<file path="config.mk">
export PLATFORM = sky130hd
export DESIGN_NAME = parallel_port_loader_sender
export DESIGN_NICKNAME = d
export VERILOG_FILES = /design/src/rtl/pplsnd_pkg.sv /design/src/rtl/parallel_port_loader_sender.sv /design/src/rtl/pplsnd_front.sv /design/src/rtl/pplsnd_queue.sv /design/src/rtl/pplsnd_back.sv
export SDC_FILE = /design/constraint.sdc
export NUM_CORES = 1
export LEC_CHECK = 0
export BUFFER_PORTS_ARGS = -buffer_cell sky130_fd_sc_hd__buf_4
export CORE_MARGIN = 4
export CORE_UTILIZATION = 61
export DETAILED_ROUTE_END_ITERATION = 7
export HOLD_SLACK_MARGIN = 0.02
export PLACE_DENSITY = 0.84
export SYNTH_ARGS = -nofsm -noshare
export SYNTH_HDL_FRONTEND = slang
export SYNTH_SLANG_ARGS = --single-unit
</file>
<file path="constraint.sdc">
create_clock -name clock -period 3.7 [get_ports clock]
set_input_delay 0.37 -clock clock [delete_from_list [all_inputs] [get_ports clock]]
set_output_delay 0.37 -clock clock [all_outputs]
set_load 0.02 [all_outputs]
</file>
<file path="src/rtl/pplsnd_pkg.sv">
// Package for the parallel port loader sender: payload structs, mode and
// phase codes, register indexes and the front-to-back command struct.
// No dependencies.
`timescale 1ns / 1ps

package pplsnd_pkg;

   // configuration register indexes
   localparam int CSR_INDEX_W = 8;
   localparam logic [CSR_INDEX_W-1:0] CSR_LOAD_ORIGIN   = 8'd0;
   localparam logic [CSR_INDEX_W-1:0] CSR_TRANSFER_SIZE = 8'd1;

   localparam logic [15:0] LOAD_ORIGIN_RESET   = 16'h0100;
   localparam logic [15:0] TRANSFER_SIZE_RESET = 16'h0000;

   // status port bits: busy is the inverted bit 7, ack is bit 6
   localparam int STATUS_BUSY_N_BIT = 7;
   localparam int STATUS_ACK_BIT    = 6;

   // header is origin high, origin low, size high, size low
   localparam logic [2:0] HEADER_LEN = 3'd4;

   typedef enum logic [1:0] {
      MODE_SAMPLE = 2'd0,
      MODE_OFFER  = 2'd1,
      MODE_START  = 2'd2,
      MODE_FINISH = 2'd3
   } mode_type;

   typedef enum logic [2:0] {
      PH_IDLE       = 3'b001,
      PH_WAIT_READY = 3'b010,
      PH_WAIT_DONE  = 3'b100
   } phase_type;

   typedef struct packed {
      logic [1:0] mode;
      logic [7:0] data_byte;
      logic [7:0] status_byte;
   } req_type;

   typedef struct packed {
      logic [7:0] data_lines;
      logic       strobe_line;
      logic       init_line;
      logic       byte_taken;
      logic       byte_finished;
      logic       ready_for_byte;
      logic       target_already_ready;
   } rsp_type;

   // classified request handed from front to back
   typedef struct packed {
      mode_type   mode;
      logic [7:0] data_byte;
      logic       ready_seen;   // busy true and ack low
      logic       done_seen;    // busy false and ack high
   } cmd_type;

endpackage

</file>
<file path="src/rtl/parallel_port_loader_sender.sv">
// Top level of the parallel port loader sender: front classifier, command
// queue and back handshake engine. Depends on pplsnd_pkg, pplsnd_front,
// pplsnd_queue and pplsnd_back.
//
//   channel  direction  handshake            payload
//   req      in         req_valid/req_ready  pplsnd_pkg::req_type
//   rsp      out        rsp_valid/rsp_ready  pplsnd_pkg::rsp_type
//   csr      in         csr_valid/csr_ready  csr_index, csr_data
//
// One request per cycle while the queue has room. A command passes through
// the queue to the back engine, which registers the response in its output
// register. Reset is synchronous; it clears link state and the queue and
// loads the config registers with their reset values. A stalled rsp channel
// fills the queue (QUEUE_DEPTH entries) before req_ready drops.
`timescale 1ns / 1ps

module parallel_port_loader_sender #(
   parameter int QUEUE_DEPTH = 2
) (
   input  logic                               clock,
   input  logic                               reset,
   input  logic                               req_valid,
   output logic                               req_ready,
   input  pplsnd_pkg::req_type                req_payload,
   output logic                               rsp_valid,
   input  logic                               rsp_ready,
   output pplsnd_pkg::rsp_type                rsp_payload,
   input  logic                               csr_valid,
   output logic                               csr_ready,
   input  logic [pplsnd_pkg::CSR_INDEX_W-1:0] csr_index,
   input  logic [15:0]                        csr_data
);
   import pplsnd_pkg::*;

   cmd_type front_cmd;
   cmd_type back_cmd;
   logic    back_valid;
   logic    back_ready;

   pplsnd_front u_front (
      .req (req_payload),
      .cmd (front_cmd)
   );

   pplsnd_queue #(
      .DEPTH (QUEUE_DEPTH)
   ) u_queue (
      .clock      (clock),
      .reset      (reset),
      .push_valid (req_valid),
      .push_ready (req_ready),
      .push_cmd   (front_cmd),
      .pop_valid  (back_valid),
      .pop_ready  (back_ready),
      .pop_cmd    (back_cmd)
   );

   pplsnd_back u_back (
      .clock       (clock),
      .reset       (reset),
      .csr_valid   (csr_valid),
      .csr_ready   (csr_ready),
      .csr_index   (csr_index),
      .csr_data    (csr_data),
      .cmd_valid   (back_valid),
      .cmd_ready   (back_ready),
      .cmd         (back_cmd),
      .rsp_valid   (rsp_valid),
      .rsp_ready   (rsp_ready),
      .rsp_payload (rsp_payload)
   );

endmodule

</file>
<file path="src/rtl/pplsnd_front.sv">
// Front part of the parallel port loader sender: decodes the mode and the
// raw status sample of each request into a command. Depends on pplsnd_pkg.
`timescale 1ns / 1ps

module pplsnd_front (
   input  pplsnd_pkg::req_type req,
   output pplsnd_pkg::cmd_type cmd
);
   import pplsnd_pkg::*;

   logic busy;
   logic ack;

   // busy is active low on the port
   assign busy = ~req.status_byte[STATUS_BUSY_N_BIT];
   assign ack  = req.status_byte[STATUS_ACK_BIT];

   // classify the sample against the two handshake conditions
   always_comb begin
      cmd.mode       = mode_type'(req.mode);
      cmd.data_byte  = req.data_byte;
      cmd.ready_seen = busy & ~ack;
      cmd.done_seen  = ~busy & ack;
   end

endmodule

</file>
<file path="src/rtl/pplsnd_queue.sv">
// Short command queue between front and back of the parallel port loader
// sender. Register based, DEPTH entries. Depends on pplsnd_pkg.
`timescale 1ns / 1ps

module pplsnd_queue #(
   parameter int DEPTH = 2
) (
   input  logic                clock,
   input  logic                reset,
   input  logic                push_valid,
   output logic                push_ready,
   input  pplsnd_pkg::cmd_type push_cmd,
   output logic                pop_valid,
   input  logic                pop_ready,
   output pplsnd_pkg::cmd_type pop_cmd
);
   import pplsnd_pkg::*;

   localparam int PTR_W = $clog2(DEPTH);
   localparam int CNT_W = $clog2(DEPTH + 1);
   localparam logic [PTR_W-1:0] LAST_PTR = PTR_W'(DEPTH - 1);
   localparam logic [CNT_W-1:0] FULL_CNT = CNT_W'(DEPTH);

   cmd_type          entry_ff [DEPTH];
   logic [PTR_W-1:0] wr_ptr_ff, wr_ptr_in;
   logic [PTR_W-1:0] rd_ptr_ff, rd_ptr_in;
   logic [CNT_W-1:0] count_ff, count_in;
   logic             push;
   logic             pop;

   assign push_ready = (count_ff != FULL_CNT);
   assign pop_valid  = (count_ff != '0);
   assign pop_cmd    = entry_ff[rd_ptr_ff];
   assign push       = push_valid & push_ready;
   assign pop        = pop_valid & pop_ready;

   // pointer wrap and fill count
   always_comb begin
      wr_ptr_in = wr_ptr_ff;
      rd_ptr_in = rd_ptr_ff;
      count_in  = count_ff;
      if (push) begin
         wr_ptr_in = (wr_ptr_ff == LAST_PTR) ? '0 : wr_ptr_ff + 1'b1;
      end
      if (pop) begin
         rd_ptr_in = (rd_ptr_ff == LAST_PTR) ? '0 : rd_ptr_ff + 1'b1;
      end
      case ({push, pop})
         2'b10:   count_in = count_ff + 1'b1;
         2'b01:   count_in = count_ff - 1'b1;
         default: count_in = count_ff;
      endcase
   end

   always_ff @(posedge clock) begin
      if (reset) begin
         wr_ptr_ff <= '0;
         rd_ptr_ff <= '0;
         count_ff  <= '0;
      end else begin
         wr_ptr_ff <= wr_ptr_in;
         rd_ptr_ff <= rd_ptr_in;
         count_ff  <= count_in;
      end
   end

   // entry storage, no reset needed
   always_ff @(posedge clock) begin
      if (push) begin
         entry_ff[wr_ptr_ff] <= push_cmd;
      end
   end

endmodule

</file>
<file path="src/rtl/pplsnd_back.sv">
// Back part of the parallel port loader sender: holds the link state and
// configuration, runs the strobe/busy/ack handshake one command per cycle
// unless rsp stalls, and keeps the response output register. Depends on pplsnd_pkg.
`timescale 1ns / 1ps

module pplsnd_back (
   input  logic                              clock,
   input  logic                              reset,
   input  logic                              csr_valid,
   output logic                              csr_ready,
   input  logic [pplsnd_pkg::CSR_INDEX_W-1:0] csr_index,
   input  logic [15:0]                       csr_data,
   input  logic                              cmd_valid,
   output logic                              cmd_ready,
   input  pplsnd_pkg::cmd_type               cmd,
   output logic                              rsp_valid,
   input  logic                              rsp_ready,
   output pplsnd_pkg::rsp_type               rsp_payload
);
   import pplsnd_pkg::*;

   logic [15:0] origin_ff;
   logic [15:0] size_ff;
   phase_type   phase_ff, phase_in;
   logic [2:0]  header_left_ff, header_left_in;
   logic [7:0]  pending_ff, pending_in;
   logic [7:0]  data_ff, data_in;
   logic        strobe_ff, strobe_in;
   logic        init_ff, init_in;
   logic        rsp_valid_ff, rsp_valid_in;
   rsp_type     rsp_ff, rsp_in;
   logic        pop;
   logic        was_ready;
   logic        idle_now;
   logic        taken;
   logic        finished;
   logic        already;

   function automatic logic [7:0] header_byte(input logic [2:0] left,
                                              input logic [15:0] origin,
                                              input logic [15:0] size);
      logic [7:0] b;
      case (left)
         3'd4:    b = origin[15:8];
         3'd3:    b = origin[7:0];
         3'd2:    b = size[15:8];
         default: b = size[7:0];
      endcase
      return b;
   endfunction

   assign csr_ready   = 1'b1;
   assign pop         = cmd_valid & (~rsp_valid_ff | rsp_ready);
   assign cmd_ready   = ~rsp_valid_ff | rsp_ready;
   assign rsp_valid   = rsp_valid_ff;
   assign rsp_payload = rsp_ff;
   assign was_ready   = (phase_ff == PH_IDLE) && (header_left_ff == '0);

   // start mode resets the link; otherwise handshake step, finish, then byte launch
   always_comb begin
      phase_in       = phase_ff;
      header_left_in = header_left_ff;
      pending_in     = pending_ff;
      data_in        = data_ff;
      strobe_in      = strobe_ff;
      init_in        = init_ff;
      taken          = 1'b0;
      finished       = 1'b0;
      already        = 1'b0;
      idle_now       = 1'b1;

      if (cmd.mode == MODE_START) begin
         strobe_in      = 1'b0;
         init_in        = 1'b0;
         already        = cmd.ready_seen;
         header_left_in = HEADER_LEN;
         phase_in       = PH_IDLE;
      end else begin
         case (phase_ff)
            PH_WAIT_READY: begin
               if (cmd.ready_seen) begin
                  data_in   = pending_ff;
                  strobe_in = 1'b0;
                  phase_in  = PH_WAIT_DONE;
               end
            end
            PH_WAIT_DONE: begin
               if (cmd.done_seen) begin
                  phase_in = PH_IDLE;
                  finished = 1'b1;
               end
            end
            default: begin
            end
         endcase
         if (cmd.mode == MODE_FINISH) begin
            init_in = 1'b1;
         end
         idle_now = (phase_in != PH_WAIT_READY) && (phase_in != PH_WAIT_DONE);
         if (idle_now && (header_left_ff != '0)) begin
            pending_in     = header_byte(header_left_ff, origin_ff, size_ff);
            strobe_in      = 1'b1;
            phase_in       = PH_WAIT_READY;
            header_left_in = header_left_ff - 1'b1;
         end else if ((cmd.mode == MODE_OFFER) && was_ready && idle_now) begin
            pending_in = cmd.data_byte;
            strobe_in  = 1'b1;
            phase_in   = PH_WAIT_READY;
            taken      = 1'b1;
         end
      end

      rsp_in.data_lines           = data_in;
      rsp_in.strobe_line          = strobe_in;
      rsp_in.init_line            = init_in;
      rsp_in.byte_taken           = taken;
      rsp_in.byte_finished        = finished;
      rsp_in.ready_for_byte       = (phase_in == PH_IDLE) && (header_left_in == '0);
      rsp_in.target_already_ready = already;

      rsp_valid_in = pop | (rsp_valid_ff & ~rsp_ready);
   end

   // link state and response valid
   always_ff @(posedge clock) begin
      if (reset) begin
         phase_ff       <= PH_IDLE;
         header_left_ff <= '0;
         pending_ff     <= '0;
         data_ff        <= '0;
         strobe_ff      <= 1'b0;
         init_ff        <= 1'b0;
         rsp_valid_ff   <= 1'b0;
      end else begin
         rsp_valid_ff <= rsp_valid_in;
         if (pop) begin
            phase_ff       <= phase_in;
            header_left_ff <= header_left_in;
            pending_ff     <= pending_in;
            data_ff        <= data_in;
            strobe_ff      <= strobe_in;
            init_ff        <= init_in;
         end
      end
   end

   // response payload register
   always_ff @(posedge clock) begin
      if (pop) begin
         rsp_ff <= rsp_in;
      end
   end

   // configuration registers; other indexes are dropped
   always_ff @(posedge clock) begin
      if (reset) begin
         origin_ff <= LOAD_ORIGIN_RESET;
         size_ff   <= TRANSFER_SIZE_RESET;
      end else if (csr_valid && csr_ready) begin
         case (csr_index)
            CSR_LOAD_ORIGIN:   origin_ff <= csr_data;
            CSR_TRANSFER_SIZE: size_ff   <= csr_data;
            default: begin
            end
         endcase
      end
   end

endmodule

</file>
== Word level (Yosys, flattened, before mapping) ==
Memories as Yosys holds them, arrays and structs flattened. A register that Yosys moved wholly into a read port is not among the register bits.
Cells that the tools add are included.

* Flip-flop bits (word level): 75
* Bits in writable memories: 24
* Memories kept: 1
* Word-level logic and storage cells: 103
* Bits of input ports: 47
* Output and inout port bits: 17

{| class="wikitable"
|+ Memories
! memory !! depth !! bits a word !! rd ports !! clocked after memory_dff !! write ports !! RTL line !! RTL
|-
| u_queue.entry_ff || 2 || 12 || 1 || 1 || 1 || pplsnd_queue.sv:24 || <nowiki>cmd_type entry_ff [DEPTH];</nowiki>
|}

* Mux-type cells: 31
* Equal/unequal tests: 16
* Add/subtract/negate cells: 5
* Bitwise logic cells: 13
* Reductions and logical operators: 18

{| class="wikitable"
|+ Operator list
! operator !! number
|-
| $mux W8 || 5
|-
| $mux W3 || 8
|-
| $pmux W8 S3 || 1
|-
| $mux W1 || 15
|-
| $eq A3 B2 Y1 const B || 3
|-
| $eq A8 B1 Y1 const B || 1
|-
| $logic_not A8 Y1 || 1
|-
| $eq A2 B2 Y1 const B || 3
|-
| $eq A3 B1 Y1 const B || 2
|-
| $eq A3 B3 Y1 const B || 2
|-
| $logic_and A1 B1 Y1 || 6
|-
| $logic_not A3 Y1 || 2
|-
| $not A1 Y1 || 6
|-
| $pmux W3 S2 || 1
|-
| $reduce_bool A2 Y1 || 3
|-
| $and A1 B1 Y1 || 5
|-
| $eq A2 B1 Y1 const B || 2
|-
| $pmux W2 S2 || 1
|-
| $reduce_and A2 Y1 || 2
|-
| $reduce_or A2 Y1 || 2
|-
| $ne A3 B2 Y1 const B || 1
|-
| $ne A3 B3 Y1 const B || 1
|-
| $reduce_and A3 Y1 || 1
|-
| $reduce_bool A3 Y1 || 1
|-
| other kinds (6) || 8
|}

== Longest topological paths before layout ==
* Word-level depth: 11
* Depth in mapped cells: 10
* Depth with buffers taken out: 7

== Cells and area by module ==
From an unflattened synthesis, not the netlist that was laid out.

* Cells, all modules: 416
* Area total of the unflattened synthesis: 4449.3 sq um

{| class="wikitable"
|+ By module, submodules not included
! module !! times used !! sequential area each (sq um) !! cells each !! area each (sq um)
|-
| pplsnd_back || 1 || 1561.5 || 343 || 3280.6
|-
| pplsnd_queue || 1 || 820.8 || 61 || 1083.5
|-
| pplsnd_front || 1 || 0.0 || 12 || 85.1
|}

== Worst setup path after synthesis ==
No wires, ideal clock.

* Kind: reg-to-reg
* From: register u_back.header_left_ff[0]
* To: register u_back.pending_ff[0]
* Setup slack: 1.729 ns
* Stages on the path, launching flop included: 10
* Clock period less this slack: 1.971 ns
* Library setup time: 0.132 ns
* Data arrival time: 1.838 ns
* Buffers on the path: 2
* Path through: dfxtp_1 inv_1 ha_1 buf_2 nor2b_1 a311oi_2 o211ai_4 buf_4 nand2_1 a21oi_1

* Word-level cells in the longest chain between the ends: 6

{| class="wikitable"
|+ Ends and longest elaborated chain
! element !! RTL line !! RTL
|-
| start, declared || pplsnd_back.sv:25 || <nowiki>logic [2:0] header_left_ff, header_left_in;</nowiki>
|-
| start signal, assigned || pplsnd_back.sv:138 || <nowiki>header_left_ff <= header_left_in;</nowiki>
|-
| $logic_not A3 Y1 || pplsnd_back.sv:57 || <nowiki>assign was_ready = (phase_ff == PH_IDLE) && (header_left_ff == '0);</nowiki>
|-
| $logic_and A1 B1 Y1 || pplsnd_back.sv:57 ||
|-
| $logic_and A1 B1 Y1 (2 in a row) || pplsnd_back.sv:105 || <nowiki>end else if ((cmd.mode == MODE_OFFER) && was_ready && idle_now) begin</nowiki>
|-
| $reduce_bool A2 Y1 (no source line) || - ||
|-
| $reduce_and A3 Y1 (no source line) || - ||
|-
| end signal, assigned || pplsnd_back.sv:139 || <nowiki>pending_ff <= pending_in;</nowiki>
|-
| end, declared || pplsnd_back.sv:26 || <nowiki>logic [7:0] pending_ff, pending_in;</nowiki>
|}

Parallel ways exist; a longest one is shown, timed or not.
A chain may end at the register's enable or synchronous reset.

== Worst setup path after layout ==
* From: register u_back.header_left_ff[0]
* To: register u_back.pending_ff[3]

The elaborated chain is that of the path after synthesis.

==> summary.txt <==
Skew final - 0.00804 ns
Net count after synthesis - 428
Post-synth EDFFs - 38
P_sw - 1.19 mW
Worst hold path depth - 1
Largest cells by area after synthesis - dfxtp_1 (29%), edfxtp_1 (27%), mux2i_1 (11%), nor2_1 (5.1%), a21oi_1 (3.2%)
Hold Path Origin - req_payload[17]
CORE AREA - 6790 µm²
Crit share post-route - 65.0%
Worst-path fanout max - 19
TritonCTS clock tree - yes
Mean area per synthesized cell - 11.3 µm²
Hpwl dp - 5790 µm
Net Sw Frac - 35.4%
Yosys reg bits - 100
First-pass GRT wire length - 14,600 µm
Area leader, netlist - dfxtp_1
Startpoint Class - flop
Antenna Cells - 0
Clock Latency Late Sink - 0.37 ns
Starting Density - 62.8%
H-Tree Depth - 3
Logic gate share of total power - 32.5%
Port Buffer Count - 56
R2R cell count - 7
Flop pwr share - 45.0%
Setup ws final - 1.29 ns
Type of the worst setup path - reg -> reg
Hold EP - u_queue.entry_ff[1][11]
Reg2Reg Capture Point - u_back.pending_ff[3]
Number of antenna violations at the first check in global routing - 0
Post-CTS Setup Bufs - 0
GR Overflow Total - 0
Clock-pin slew on the worst setup and hold paths - 0.10 ns
1st-iter DRT viols - 144
Top cell type's share of synthesized area - 29.1%
Hold buffer count at CTS - 0
Clock Power Share - 22.5%
Tmin final - 2.41 ns
Die Y - 91.6 µm
Area of the die - 8400 µm²
Routed length per instance - 16.7 µm
Commonest non-fill, non-tap cells in the layout - dfxtp_1 (62), buf_4 (59), nor2_1 (58)
Syn Inst Count - 376
Worst EP required - 3.99 ns
Pwr/cell area - 681 nW/µm²
Worst hold path class - in -> reg
Post-Place Setup Slack - 1.33 ns
Share of layout cells above drive strength 1 - 20.8%
Outcome - finished clean
Post-cts sizing count - 0
First-pass DRT Iterations - 5
Die width - 91.6 µm
DR DRC count - 0
Largest net degree at the start of global routing - 63
Max-slew violations - 0
Vias in the first global route - 3,138
Via density - 5.72
Leading cell type in the layout, fill and taps excluded - dfxtp_1
Area delta synth->final - 15.2%
Max_cap viols - 0
Via count - 2,997
Critical path arrival - 2.70 ns
R2r setup slk - 1.29 ns
Register area share after synthesis - 55.8%
RSZ-0062 raised after global routing - no
Worst-case hold slack - 0.182 ns
Synth Flop Type - dfxtp_1
Rel. slew slack - 21.2%
GP Congestion - 0.784
Root buffer cell - clkbuf_8
Total Power - 3.35 mW
Leak - 1.99 nW
Max clock buf depth - 2
Boundary Pins - 64
Fmax - 0.416 GHz
Reg-to-reg critical path startpoint - u_back.header_left_ff[0]
Worst-Margin Slew - 1.18 ns
Max IR drop VDD - 0.429 mV
Finish-stage setup viols - 0
Core Rows - 30
Post-DRT Antenna Nets - 0
Fin. Hold Viols - 0
Crit path capture type - flop
Async SR Flop Fraction - 0%
# nets final - 475
Clk sinks - 100
All-Layer GR Usage - 22.1%
CTS buffer count - 9
Final wirelength - 8770 µm
Internal - 2.16 mW
Mapped Area - 4270 µm²
Total Neg Setup Slack - 0 ns
Post-synth cell types - 55
Yosys warnings - 0
area by class of cell:
cell class / instances / area [µm²]
clock inverters: 6 / 88.8
inverters: 5 / 18.8
repair buffers: 59 / 443
clock buffers: 10 / 128
fillers: 470 / 1880
well taps: 96 / 120
multi-input cells: 248 / 1740
flip-flops and latches: 100 / 2380
how the worst max path moves through the flow:
stage,from,endpoint,slack (ns),cells past startpoint
6_report,u_back.header_left_ff[0],u_back.pending_ff[3],1.29,7
5_1_grt,u_back.header_left_ff[0],u_back.pending_ff[5],1.11,7
3_5_place_dp,u_back.header_left_ff[0],u_back.pending_ff[7],1.33,7
2_1_floorplan,u_back.header_left_ff[0],u_back.pending_ff[0],1.73,9
4_1_cts,u_back.header_left_ff[0],u_back.pending_ff[3],1.29,7
3_3_place_gp,u_back.header_left_ff[0],u_back.pending_ff[7],1.38,7
layer usage:
| layer | global-route usage, % | vias to the layer above | part of all wire [%] |
|---|---|---|---|
| met5 | 0 | - | 0 |
| met4 | 9.17 | 0 | 1.7 |
| met3 | 5.17 | 13 | 4.5 |
| met2 | 38.0 | 74 | 52 |
| met1 | 26.5 | 1456 | 42 |
| li1 | - | 1454 | - |
flip-flops by register name (all words and copies together), names as in the netlist, 3 cells and up, named ones only:
signal,count
u_back.data_ff,8
u_back.header_left_ff,3
u_back.origin_ff,16
u_back.pending_ff,8
u_back.phase_ff,3
u_back.rsp_payload,14
u_back.size_ff,16
u_queue.entry_ff,24
per-stage QoR:
stage,cells,utilization (%),area (µm²)
after floorplan,376,-,4270
after global placement,508,69.2,4700
after detailed placement,508,69.2,4700
after CTS,524,72.4,4920
after global routing,524,72.4,4920
final,524,72.4,4920
worst max-delay path: stages, from the launching register on:
cell	delay, ns
dfxtp_1	0.40
inv_1	0.10
ha_1	0.34
nor2b_1	0.23
a311oi_2	0.53
o211ai_4	0.28
a211o_1	0.32
a21oi_1	0.12
Yosys cell counts (all sizes together) (8+ instances only):
cell type and n:
clkbuf 11, edfxtp 38, dfxtp 62, buf 12, nor2 61, a221oi 8
nand2 23, a211o 9, mux2 10, mux2i 48, a211oi 9, a21oi 27
cells by family (layout without fill, tap and decap cells):
family / count (synthesis) / after routing / share of synthesized area (%)
compound gates: 71 / 71 / 12.0
fa+ha+maj: 5 / 5 / 1.47
buf+inv: 28 / 80 / 3.49
mux: 58 / 58 / 14.0
other cells: 1 / 1 / 0.0879
simple gates: 109 / 109 / 12.3
flops: 100 / 100 / 55.8
xor+xnor: 4 / 4 / 0.821
power by group through the flow:
stage          clock, mW  combinational, mW  sequential [mW]
3_3_place_gp           0               1.05             1.52
6_report           0.754               1.09             1.51
4_1_cts            0.763               1.10             1.51
2_1_floorplan          0              0.713             1.55
5_1_grt            0.812               1.19             1.53
3_5_place_dp           0               1.08             1.53
Power figures use the tool's default switching activity.
